$ cat src/design/prur_pkg.sv
// prur_pkg: shared types, codes and constants for the permutation rank/unrank core
// used by every module in design/; depends on nothing
`timescale 1ns / 1ps

package prur_pkg;

	localparam int LENGTH_DEF = 9;
	localparam int LEN_MAX    = 12;
	localparam int PERM_W     = 36;
	localparam int RANK_W     = 19;
	localparam int SYM_W      = 4;
	localparam int FACT_W     = 64;

	localparam logic OP_RANK   = 1'b0;
	localparam logic OP_UNRANK = 1'b1;

	localparam logic [1:0] ST_OK       = 2'd0;
	localparam logic [1:0] ST_NOT_PERM = 2'd1;
	localparam logic [1:0] ST_RANGE    = 2'd2;

	typedef struct packed {
		logic              op;
		logic [PERM_W-1:0] perm_in;
		logic [RANK_W-1:0] rank_in;
	} prur_req_t;

	typedef struct packed {
		logic [PERM_W-1:0] perm_out;
		logic [RANK_W-1:0] rank_out;
		logic [1:0]        status;
	} prur_rsp_t;

	// work item carried down the pipeline: sym holds digits, then symbols
	typedef struct packed {
		logic                           op;
		logic [1:0]                     status;
		logic [RANK_W-1:0]              x;
		logic [LEN_MAX-1:0][SYM_W-1:0]  sym;
	} prur_item_t;

	typedef struct packed {
		logic [SYM_W-1:0] digit;
		logic             bad;
	} prur_lane_t;

	function automatic logic [FACT_W-1:0] fact(input int n);
		logic [FACT_W-1:0] f;
		f = FACT_W'(1);
		for (int i = 2; i <= n; i++) begin
			f = f * FACT_W'(i);
		end
		return f;
	endfunction

endpackage

$ cat src/design/prur_lane.sv
// prur_lane: one position of the rank check, counts smaller earlier symbols
// and flags a duplicate or out-of-range symbol; uses prur_pkg
`timescale 1ns / 1ps

module prur_lane import prur_pkg::*; #(
	parameter int LENGTH = LENGTH_DEF,
	parameter int POS    = 0
) (
	input  logic [LEN_MAX-1:0][SYM_W-1:0] sym,
	output prur_lane_t                    lane
);

	always_comb begin
		lane.digit = '0;
		lane.bad   = (sym[POS] >= SYM_W'(LENGTH));
		for (int j = 0; j < LEN_MAX; j++) begin
			if (j < POS) begin
				if (sym[j] == sym[POS]) lane.bad = 1'b1;
				if (sym[j] < sym[POS]) lane.digit = lane.digit + SYM_W'(1);
			end
		end
	end

endmodule

$ cat src/design/prur_front.sv
// prur_front: input stage, unpacks symbols, runs the per-position lanes,
// merges their flags and registers the first work item; uses prur_pkg, prur_lane
`timescale 1ns / 1ps

module prur_front import prur_pkg::*; #(
	parameter int LENGTH = LENGTH_DEF
) (
	input  logic       clk,
	input  logic       arst_n,
	input  logic       src_valid,
	input  prur_req_t  src_item,
	output logic       src_ready,
	output logic       dst_valid,
	output prur_item_t dst_item,
	input  logic       dst_ready
);

	localparam logic [FACT_W-1:0] FACT_LEN = fact(LENGTH);

	logic [LEN_MAX-1:0][SYM_W-1:0] sym;
	prur_lane_t                    lane_res [LEN_MAX];
	logic                          upper_bad;
	logic                          any_bad;
	logic                          range_bad;
	prur_item_t                    nxt;
	prur_item_t                    item_s1;
	logic                          valid_s1;

	for (genvar i = 0; i < LEN_MAX; i++) begin : g_sym
		if (i < LENGTH && SYM_W * i < PERM_W) begin : g_on
			assign sym[i] = src_item.perm_in[SYM_W*i +: SYM_W];
		end else begin : g_off
			assign sym[i] = '0;
		end
	end

	for (genvar i = 0; i < LEN_MAX; i++) begin : g_lane
		if (i < LENGTH) begin : g_on
			prur_lane #(.LENGTH(LENGTH), .POS(i)) u_lane (
				.sym  (sym),
				.lane (lane_res[i])
			);
		end else begin : g_off
			assign lane_res[i] = '0;
		end
	end

	if (SYM_W * LENGTH < PERM_W) begin : g_upper
		assign upper_bad = |src_item.perm_in[PERM_W-1:SYM_W*LENGTH];
	end else begin : g_no_upper
		assign upper_bad = 1'b0;
	end

	assign range_bad = (FACT_W'(src_item.rank_in) >= FACT_LEN);

	always_comb begin
		any_bad = upper_bad;
		for (int i = 0; i < LEN_MAX; i++) begin
			any_bad = any_bad | lane_res[i].bad;
		end
		nxt    = '0;
		nxt.op = src_item.op;
		if (src_item.op == OP_RANK) begin
			nxt.status = any_bad ? ST_NOT_PERM : ST_OK;
			for (int i = 0; i < LEN_MAX; i++) begin
				nxt.sym[i] = lane_res[i].digit;
			end
		end else begin
			nxt.status = range_bad ? ST_RANGE : ST_OK;
			nxt.x      = src_item.rank_in;
		end
	end

	assign src_ready = !valid_s1 || dst_ready;

	always_ff @(posedge clk or negedge arst_n) begin
		if (!arst_n) begin
			valid_s1 <= 1'b0;
		end else if (src_ready) begin
			valid_s1 <= src_valid;
		end
	end

	always_ff @(posedge clk) begin
		if (src_ready && src_valid) begin
			item_s1 <= nxt;
		end
	end

	assign dst_valid = valid_s1;
	assign dst_item  = item_s1;

endmodule

$ cat src/design/prur_digit_stage.sv
// prur_digit_stage: one factorial digit; unrank peels digit K off the rank,
// rank adds digit K times K factorial; uses prur_pkg
`timescale 1ns / 1ps

module prur_digit_stage import prur_pkg::*; #(
	parameter int K = 1
) (
	input  logic       clk,
	input  logic       arst_n,
	input  logic       src_valid,
	input  prur_item_t src_item,
	output logic       src_ready,
	output logic       dst_valid,
	output prur_item_t dst_item,
	input  logic       dst_ready
);

	localparam logic [FACT_W-1:0] FACT_K = fact(K);

	logic [FACT_W-1:0] x_ext;
	logic [SYM_W-1:0]  dig;
	logic [SYM_W-1:0]  mval;
	logic [FACT_W-1:0] prod;
	logic [RANK_W-1:0] prod_lo;
	prur_item_t        nxt;
	prur_item_t        item_q;
	logic              valid_q;

	always_comb begin
		x_ext = FACT_W'(src_item.x);
		dig   = '0;
		// largest multiple of K! that still fits in the remainder
		for (int m = 1; m < LEN_MAX; m++) begin
			if (m <= K && x_ext >= FACT_W'(m) * FACT_K) dig = SYM_W'(m);
		end
		mval    = (src_item.op == OP_UNRANK) ? dig : src_item.sym[K];
		prod    = FACT_W'(mval) * FACT_K;
		prod_lo = prod[RANK_W-1:0];
		nxt     = src_item;
		if (src_item.status == ST_OK) begin
			if (src_item.op == OP_UNRANK) begin
				nxt.x      = src_item.x - prod_lo;
				nxt.sym[K] = dig;
			end else begin
				nxt.x = src_item.x + prod_lo;
			end
		end
	end

	assign src_ready = !valid_q || dst_ready;

	always_ff @(posedge clk or negedge arst_n) begin
		if (!arst_n) begin
			valid_q <= 1'b0;
		end else if (src_ready) begin
			valid_q <= src_valid;
		end
	end

	always_ff @(posedge clk) begin
		if (src_ready && src_valid) begin
			item_q <= nxt;
		end
	end

	assign dst_valid = valid_q;
	assign dst_item  = item_q;

endmodule

$ cat src/design/prur_rebuild_stage.sv
// prur_rebuild_stage: places position I in unrank mode, bumping every earlier
// symbol at or above it; uses prur_pkg
`timescale 1ns / 1ps

module prur_rebuild_stage import prur_pkg::*; #(
	parameter int I = 1
) (
	input  logic       clk,
	input  logic       arst_n,
	input  logic       src_valid,
	input  prur_item_t src_item,
	output logic       src_ready,
	output logic       dst_valid,
	output prur_item_t dst_item,
	input  logic       dst_ready
);

	prur_item_t nxt;
	prur_item_t item_q;
	logic       valid_q;

	always_comb begin
		nxt = src_item;
		if (src_item.op == OP_UNRANK && src_item.status == ST_OK) begin
			for (int j = 0; j < LEN_MAX; j++) begin
				if (j < I && src_item.sym[j] >= src_item.sym[I]) begin
					nxt.sym[j] = src_item.sym[j] + SYM_W'(1);
				end
			end
		end
	end

	assign src_ready = !valid_q || dst_ready;

	always_ff @(posedge clk or negedge arst_n) begin
		if (!arst_n) begin
			valid_q <= 1'b0;
		end else if (src_ready) begin
			valid_q <= src_valid;
		end
	end

	always_ff @(posedge clk) begin
		if (src_ready && src_valid) begin
			item_q <= nxt;
		end
	end

	assign dst_valid = valid_q;
	assign dst_item  = item_q;

endmodule

$ cat src/design/permutation_rank_unrank_core.sv
// permutation_rank_unrank_core: top level, front lanes, digit and rebuild
// pipelines and the output register; uses prur_pkg and all prur_* modules
`timescale 1ns / 1ps
//
//  channel   direction  handshake              payload
//  request   in         req_valid / req_stall  req : prur_req_t
//  result    out        rsp_valid / rsp_stall  rsp : prur_rsp_t
//
//  one request per cycle sustained while the result is not stalled, one result
//  per request, in order; the pipeline is the front lanes, LENGTH-1 digit
//  stages, LENGTH-1 rebuild stages and the output register
//  each stage holds one request and moves whenever the stage after it is
//  free, so a stalled result does not stop requests filling empty stages
//  arst_n clears all valid flags; payload registers are not reset

module permutation_rank_unrank_core import prur_pkg::*; #(
	parameter int LENGTH = LENGTH_DEF
) (
	input  logic      clk,
	input  logic      arst_n,
	input  logic      req_valid,
	output logic      req_stall,
	input  prur_req_t req,
	output logic      rsp_valid,
	input  logic      rsp_stall,
	output prur_rsp_t rsp
);

	localparam int NSTG  = LENGTH - 1;
	localparam int NODES = 2 * NSTG + 1;

	prur_item_t node_item  [NODES];
	logic       node_valid [NODES];
	logic       node_ready [NODES];
	logic       front_ready;
	prur_rsp_t  fmt;
	prur_rsp_t  rsp_q;
	logic       rsp_valid_q;

	prur_front #(.LENGTH(LENGTH)) u_front (
		.clk       (clk),
		.arst_n    (arst_n),
		.src_valid (req_valid),
		.src_item  (req),
		.src_ready (front_ready),
		.dst_valid (node_valid[0]),
		.dst_item  (node_item[0]),
		.dst_ready (node_ready[0])
	);

	assign req_stall = !front_ready;

	// highest digit first
	for (genvar g = 0; g < NSTG; g++) begin : g_digit
		prur_digit_stage #(.K(LENGTH - 1 - g)) u_digit (
			.clk       (clk),
			.arst_n    (arst_n),
			.src_valid (node_valid[g]),
			.src_item  (node_item[g]),
			.src_ready (node_ready[g]),
			.dst_valid (node_valid[g+1]),
			.dst_item  (node_item[g+1]),
			.dst_ready (node_ready[g+1])
		);
	end

	for (genvar h = 0; h < NSTG; h++) begin : g_rebuild
		prur_rebuild_stage #(.I(h + 1)) u_rebuild (
			.clk       (clk),
			.arst_n    (arst_n),
			.src_valid (node_valid[NSTG+h]),
			.src_item  (node_item[NSTG+h]),
			.src_ready (node_ready[NSTG+h]),
			.dst_valid (node_valid[NSTG+h+1]),
			.dst_item  (node_item[NSTG+h+1]),
			.dst_ready (node_ready[NSTG+h+1])
		);
	end

	assign node_ready[NODES-1] = !rsp_valid_q || !rsp_stall;

	always_comb begin
		fmt        = '0;
		fmt.status = node_item[NODES-1].status;
		if (node_item[NODES-1].status == ST_OK) begin
			if (node_item[NODES-1].op == OP_UNRANK) begin
				for (int i = 0; i < PERM_W / SYM_W; i++) begin
					if (i < LENGTH) fmt.perm_out[SYM_W*i +: SYM_W] = node_item[NODES-1].sym[i];
				end
			end else begin
				fmt.rank_out = node_item[NODES-1].x;
			end
		end
	end

	always_ff @(posedge clk or negedge arst_n) begin
		if (!arst_n) begin
			rsp_valid_q <= 1'b0;
		end else if (node_ready[NODES-1]) begin
			rsp_valid_q <= node_valid[NODES-1];
		end
	end

	always_ff @(posedge clk) begin
		if (node_ready[NODES-1] && node_valid[NODES-1]) begin
			rsp_q <= fmt;
		end
	end

	assign rsp_valid = rsp_valid_q;
	assign rsp       = rsp_q;

	a_status_code: assert property (@(posedge clk) disable iff (!arst_n)
		rsp_valid |-> (rsp.status == ST_OK || rsp.status == ST_NOT_PERM ||
			rsp.status == ST_RANGE))
		else $error("result status code out of range");

	a_error_zero: assert property (@(posedge clk) disable iff (!arst_n)
		rsp_valid && rsp.status != ST_OK |-> rsp.perm_out == '0 && rsp.rank_out == '0)
		else $error("error result carries nonzero payload");

	a_one_mode: assert property (@(posedge clk) disable iff (!arst_n)
		rsp_valid |-> rsp.perm_out == '0 || rsp.rank_out == '0)
		else $error("result carries both a rank and a permutation");

	a_last_stage_held: assert property (@(posedge clk) disable iff (!arst_n)
		node_valid[NODES-1] && !node_ready[NODES-1] |=> node_valid[NODES-1])
		else $error("last pipeline stage dropped a blocked request");

endmodule

$ cat config.mk
export PLATFORM = sky130hd
export DESIGN_NAME = permutation_rank_unrank_core
export DESIGN_NICKNAME = d
export VERILOG_FILES = /design/src/design/prur_pkg.sv /design/src/design/prur_lane.sv /design/src/design/prur_front.sv /design/src/design/prur_digit_stage.sv /design/src/design/prur_rebuild_stage.sv /design/src/design/permutation_rank_unrank_core.sv
export SDC_FILE = /design/constraint.sdc
export NUM_CORES = 2
export LEC_CHECK = 0
export BUFFER_PORTS_ARGS = -buffer_cell sky130_fd_sc_hd__buf_2
export CAP_MARGIN = 10
export CORE_MARGIN = 4
export CORE_UTILIZATION = 35
export CTS_CLUSTER_DIAMETER = 40
export CTS_CLUSTER_SIZE = 24
export DETAILED_ROUTE_END_ITERATION = 7
export RECOVER_POWER = 100
export SKIP_LAST_GASP = 1
export SLEW_MARGIN = 20
export SYNTH_ARGS = -nofsm -noshare
export SYNTH_HDL_FRONTEND = slang
export SYNTH_SLANG_ARGS = --single-unit
$ cat constraint.sdc
create_clock -name clk -period 9.95 [get_ports clk]
set_input_delay 0.995 -clock clk [delete_from_list [all_inputs] [get_ports clk]]
set_output_delay 0.995 -clock clk [all_outputs]
set_load 0.1 [all_outputs]
==> impl_metrics.csv <==
group,metric,value,unit
clock_network,clockBufferDepth,3,
layout,drive_above_1_share,0.0810,
grt,grt_overflow,0,
logic_synthesis,synth_compound_area_frac,0.0948,
logic_synthesis,muxShareOfSynthArea,0.0123,
layout,multiInputGateArea,20600,µm²
logic_synthesis,synthXorXnorAreaFrac,0.0522,
place,dp_hpwl,67500,µm
clock_network,cts-root-buf,"clkbuf_16",
timing,hold_viol,0,
grt,grt_pass1_vias,28992,
timing,layout_min_cycle_time,7.03,ns
logic_synthesis,synth_top_family_by_area,"adder cells",
timing,fmax,142,MHz
logic_synthesis,async_flop_share,0.0189,
detailed_routing,first_iter_violations,1508,
floorplanning,ios,119,
logic_synthesis,synth_enable_flop_cells,933,
place,dpl_cell_area,53000,µm²
floorplanning,initial_utilization,0.353,
critical_path,worstSetupPathType,"register to register",
logic_synthesis,netlist_area,50100,µm²
timing,finalSetupTns,0,ns
floorplanning,dieArea,149000,µm²
timing,slew_viol_final,995,
grt,grt_usage,0.121,
floorplanning,core_area,142000,µm²
critical_path,cp.arrival,7.42,ns
layout,stdcell_area,56600,µm²
critical_path,crit_family,"compound AO/OA/AOI/OAI gates",
clock_network,clkSlewWorstSetupHoldPaths,0.07,ns
pwr,sw_frac_of_total,0.324,
detailed_routing,drc,0,
clock_network,hold_buffers,0,
layout,layout.cells.non_filler,6127,
clock_network,cts_buffers,106,
critical_path,cp_data_required_time,10.34,ns
layout,antennaDiodeCount,0,
logic_synthesis,ys_ff_latch,951,
detailed_routing,drt_wl_total,90400,µm
grt,grt_pass1_wl,148000,µm
timing,rsz0062_at_grt,"false",
grt,grt_max_degree,59,
layout,n_fill_cell,13303,
critical_path,crit_path_start_kind,"register",
logic_synthesis,postSynthCellCount,3956,
pwr,intPower,9.17,mW
run_status,outcome,"complete, but fails checks",
pwr,power_frac_clock,0.295,
pwr,ir_worst_vdd,221,µV
clock_network,cts_tree,"built",
pwr,p_leak,22.2,nW
worst_hold_path,hp-class,"register to register",
place,numPlacedInstances,5926,
detailed_routing,viasPerCell,4.84,
clock_network,cts.sinks,951,
layout,layout_common_cells,"edfxtp_1 (933), ha_1 (524), nand2_1 (271), inv_1 (230), o21ai_0 (221)",
pwr,power_frac_comb,0.290,
place,port_buffers,118,
logic_synthesis,yosysSeqAreaShare,0.569,
logic_synthesis,yosys.area_share.simple,0.108,
detailed_routing,wl_per_cell,14.8,µm
timing,fin_ws,2.92,ns
logic_synthesis,synth_fa_ha_area_frac,0.142,
timing,maxSlewHeadroom,-0.931,
timing,skew,0.0973,ns
timing,hold_ws,0.367,ns
layout,nets,4755,
logic_synthesis,synth_ff_type,"edfxtp_1",
layout,regArea,28500,µm²
layout,final_util,0.399,
timing,setup_viol_count_final,0,
logic_synthesis,synth_cell_types,86,
run_status,violations,"max-capacitance violations, max-slew violations",
logic_synthesis,ys_warn_count,0,
place,place_ws,3.12,ns
clock_network,ctsResizeCount,0,
critical_path,crit_buf_inv,1,
layout,area_growth,13.1,%
critical_path,critPathMaxFanout,9,
pwr,power,13.6,mW
clock_network,post_cts_buffers,0,
flow_run,cap_viol_max_count,19,
place,place_congestion,0.884,
clock_network,h-tree-depth,3,
pwr,powerDensity,240,nW/µm²
grt,antenna_found_initial,0,
clock_network,clk_latency,0.73,ns
layout,final_common_cell,"edfxtp_1",
detailed_routing,ant_nets,0,
floorplanning,rows,138,
detailed_routing,firstDrtPassIters,7,
timing,worst_pin_slew,2.90,ns
critical_path,critPathSlowestCell,"a2111oi_0",
critical_path,slowest_delay,0.71,ns
pwr,power_frac_seq,0.415,
timing,period_share,0.706,
logic_synthesis,syn_nets,4567,
logic_synthesis,avgSynthCellArea,12.7,µm²
critical_path,end_kind,"register",
floorplanning,die-height,386,µm
pwr,p_switching,4.40,mW
detailed_routing,vias,29643,
floorplanning,die_x,386,µm
-- sequential cells by signal (all words and copies together) (netlist names) --
name	count
rsp_valid	1
u_front.dst_valid	1
u_front.dst_item	48
g_digit.u_digit.dst_item	384
rsp	57
g_rebuild.u_rebuild.dst_item	444
g_digit.u_digit.dst_valid	8
g_rebuild.u_rebuild.dst_valid	8
-- cells by family (layout without fill, tap and decap cells) --
group	Yosys count	after routing
xor gates and xnor gates	291	291
muxes	56	56
AOI/OAI and AO/OA	751	751
adders and majority gates	552	552
buffers and inverters	291	572
other	1	1
and+or+nand+nor	1063	1063
DFF	951	951
-- cells in the mapped netlist (53+ instances only) --
master    number  area [µm²]
o21ai_0      216        1080
nand2b_1      98         613
ha_1         524        6560
inv_1        229         860
nor2b_1       76         475
nor2_1       197         739
nand3_1       62         310
edfxtp_1     933       28000
a21o_1       102         766
clkbuf_1      53         199
nand4_1       85         532
nand2_1      271        1020
and2_1       104         651
xnor2_1      208        1820
a21oi_1      183         916
xor2_1        78         683
-- worst paths after layout --
| check | depth (start not counted) | to | slack (ns) | startpoint |
|---|---|---|---|---|
| min | 0 | g_rebuild[3].u_rebuild.dst_item[27]$_DFFE_PP_ | 0.37 | g_rebuild[2].u_rebuild.dst_item[27]$_DFFE_PP_ |
| max in group asynchronous | 1 | g_digit[6].u_digit.dst_valid$_DFFE_PN0P_ | 8.72 | arst_n |
| max reg2reg | 25 | g_digit[1].u_digit.dst_item[66]$_DFFE_PP_ | 2.92 | g_digit[0].u_digit.dst_item[53]$_DFFE_PP_ |
| min reg2reg | 0 | g_rebuild[3].u_rebuild.dst_item[27]$_DFFE_PP_ | 0.37 | g_rebuild[2].u_rebuild.dst_item[27]$_DFFE_PP_ |
| min in group asynchronous | 1 | g_rebuild[4].u_rebuild.dst_valid$_DFFE_PN0P_ | 0.49 | arst_n |
| max | 25 | g_digit[1].u_digit.dst_item[66]$_DFFE_PP_ | 2.92 | g_digit[0].u_digit.dst_item[53]$_DFFE_PP_ |
-- power groups by stage --
stage,Clock (mW),Combinational [mW],Sequential (mW)
after floorplan,0,2.91,5.89
after global placement,0,3.89,5.67
after detailed placement,0,3.97,5.69
after CTS,4.13,4.00,5.61
after global routing,4.31,4.45,5.72
final,4.00,3.94,5.64
-- routing by layer --
metal | global-route usage | vias to the layer above | wire, µm
li1 | - | 15065 | -
met1 | 0.147 | 13870 | 39200
met2 | 0.216 | 510 | 44900
met3 | 0.0208 | 198 | 3300
met4 | 0.0417 | 0 | 3060
met5 | 0 | - | 0
-- final cells by class --
cell class / count / area share
sequential: 951 / 0.503
multi-input combinational: 2714 / 0.363
clock buffer: 110 / 0.0471
tap: 1890 / 0.0418
clock inverter: 91 / 0.0194
inverter: 232 / 0.0154
timing repair buffer: 139 / 0.0103
Note: power is estimated with default switching activity, not from simulation.
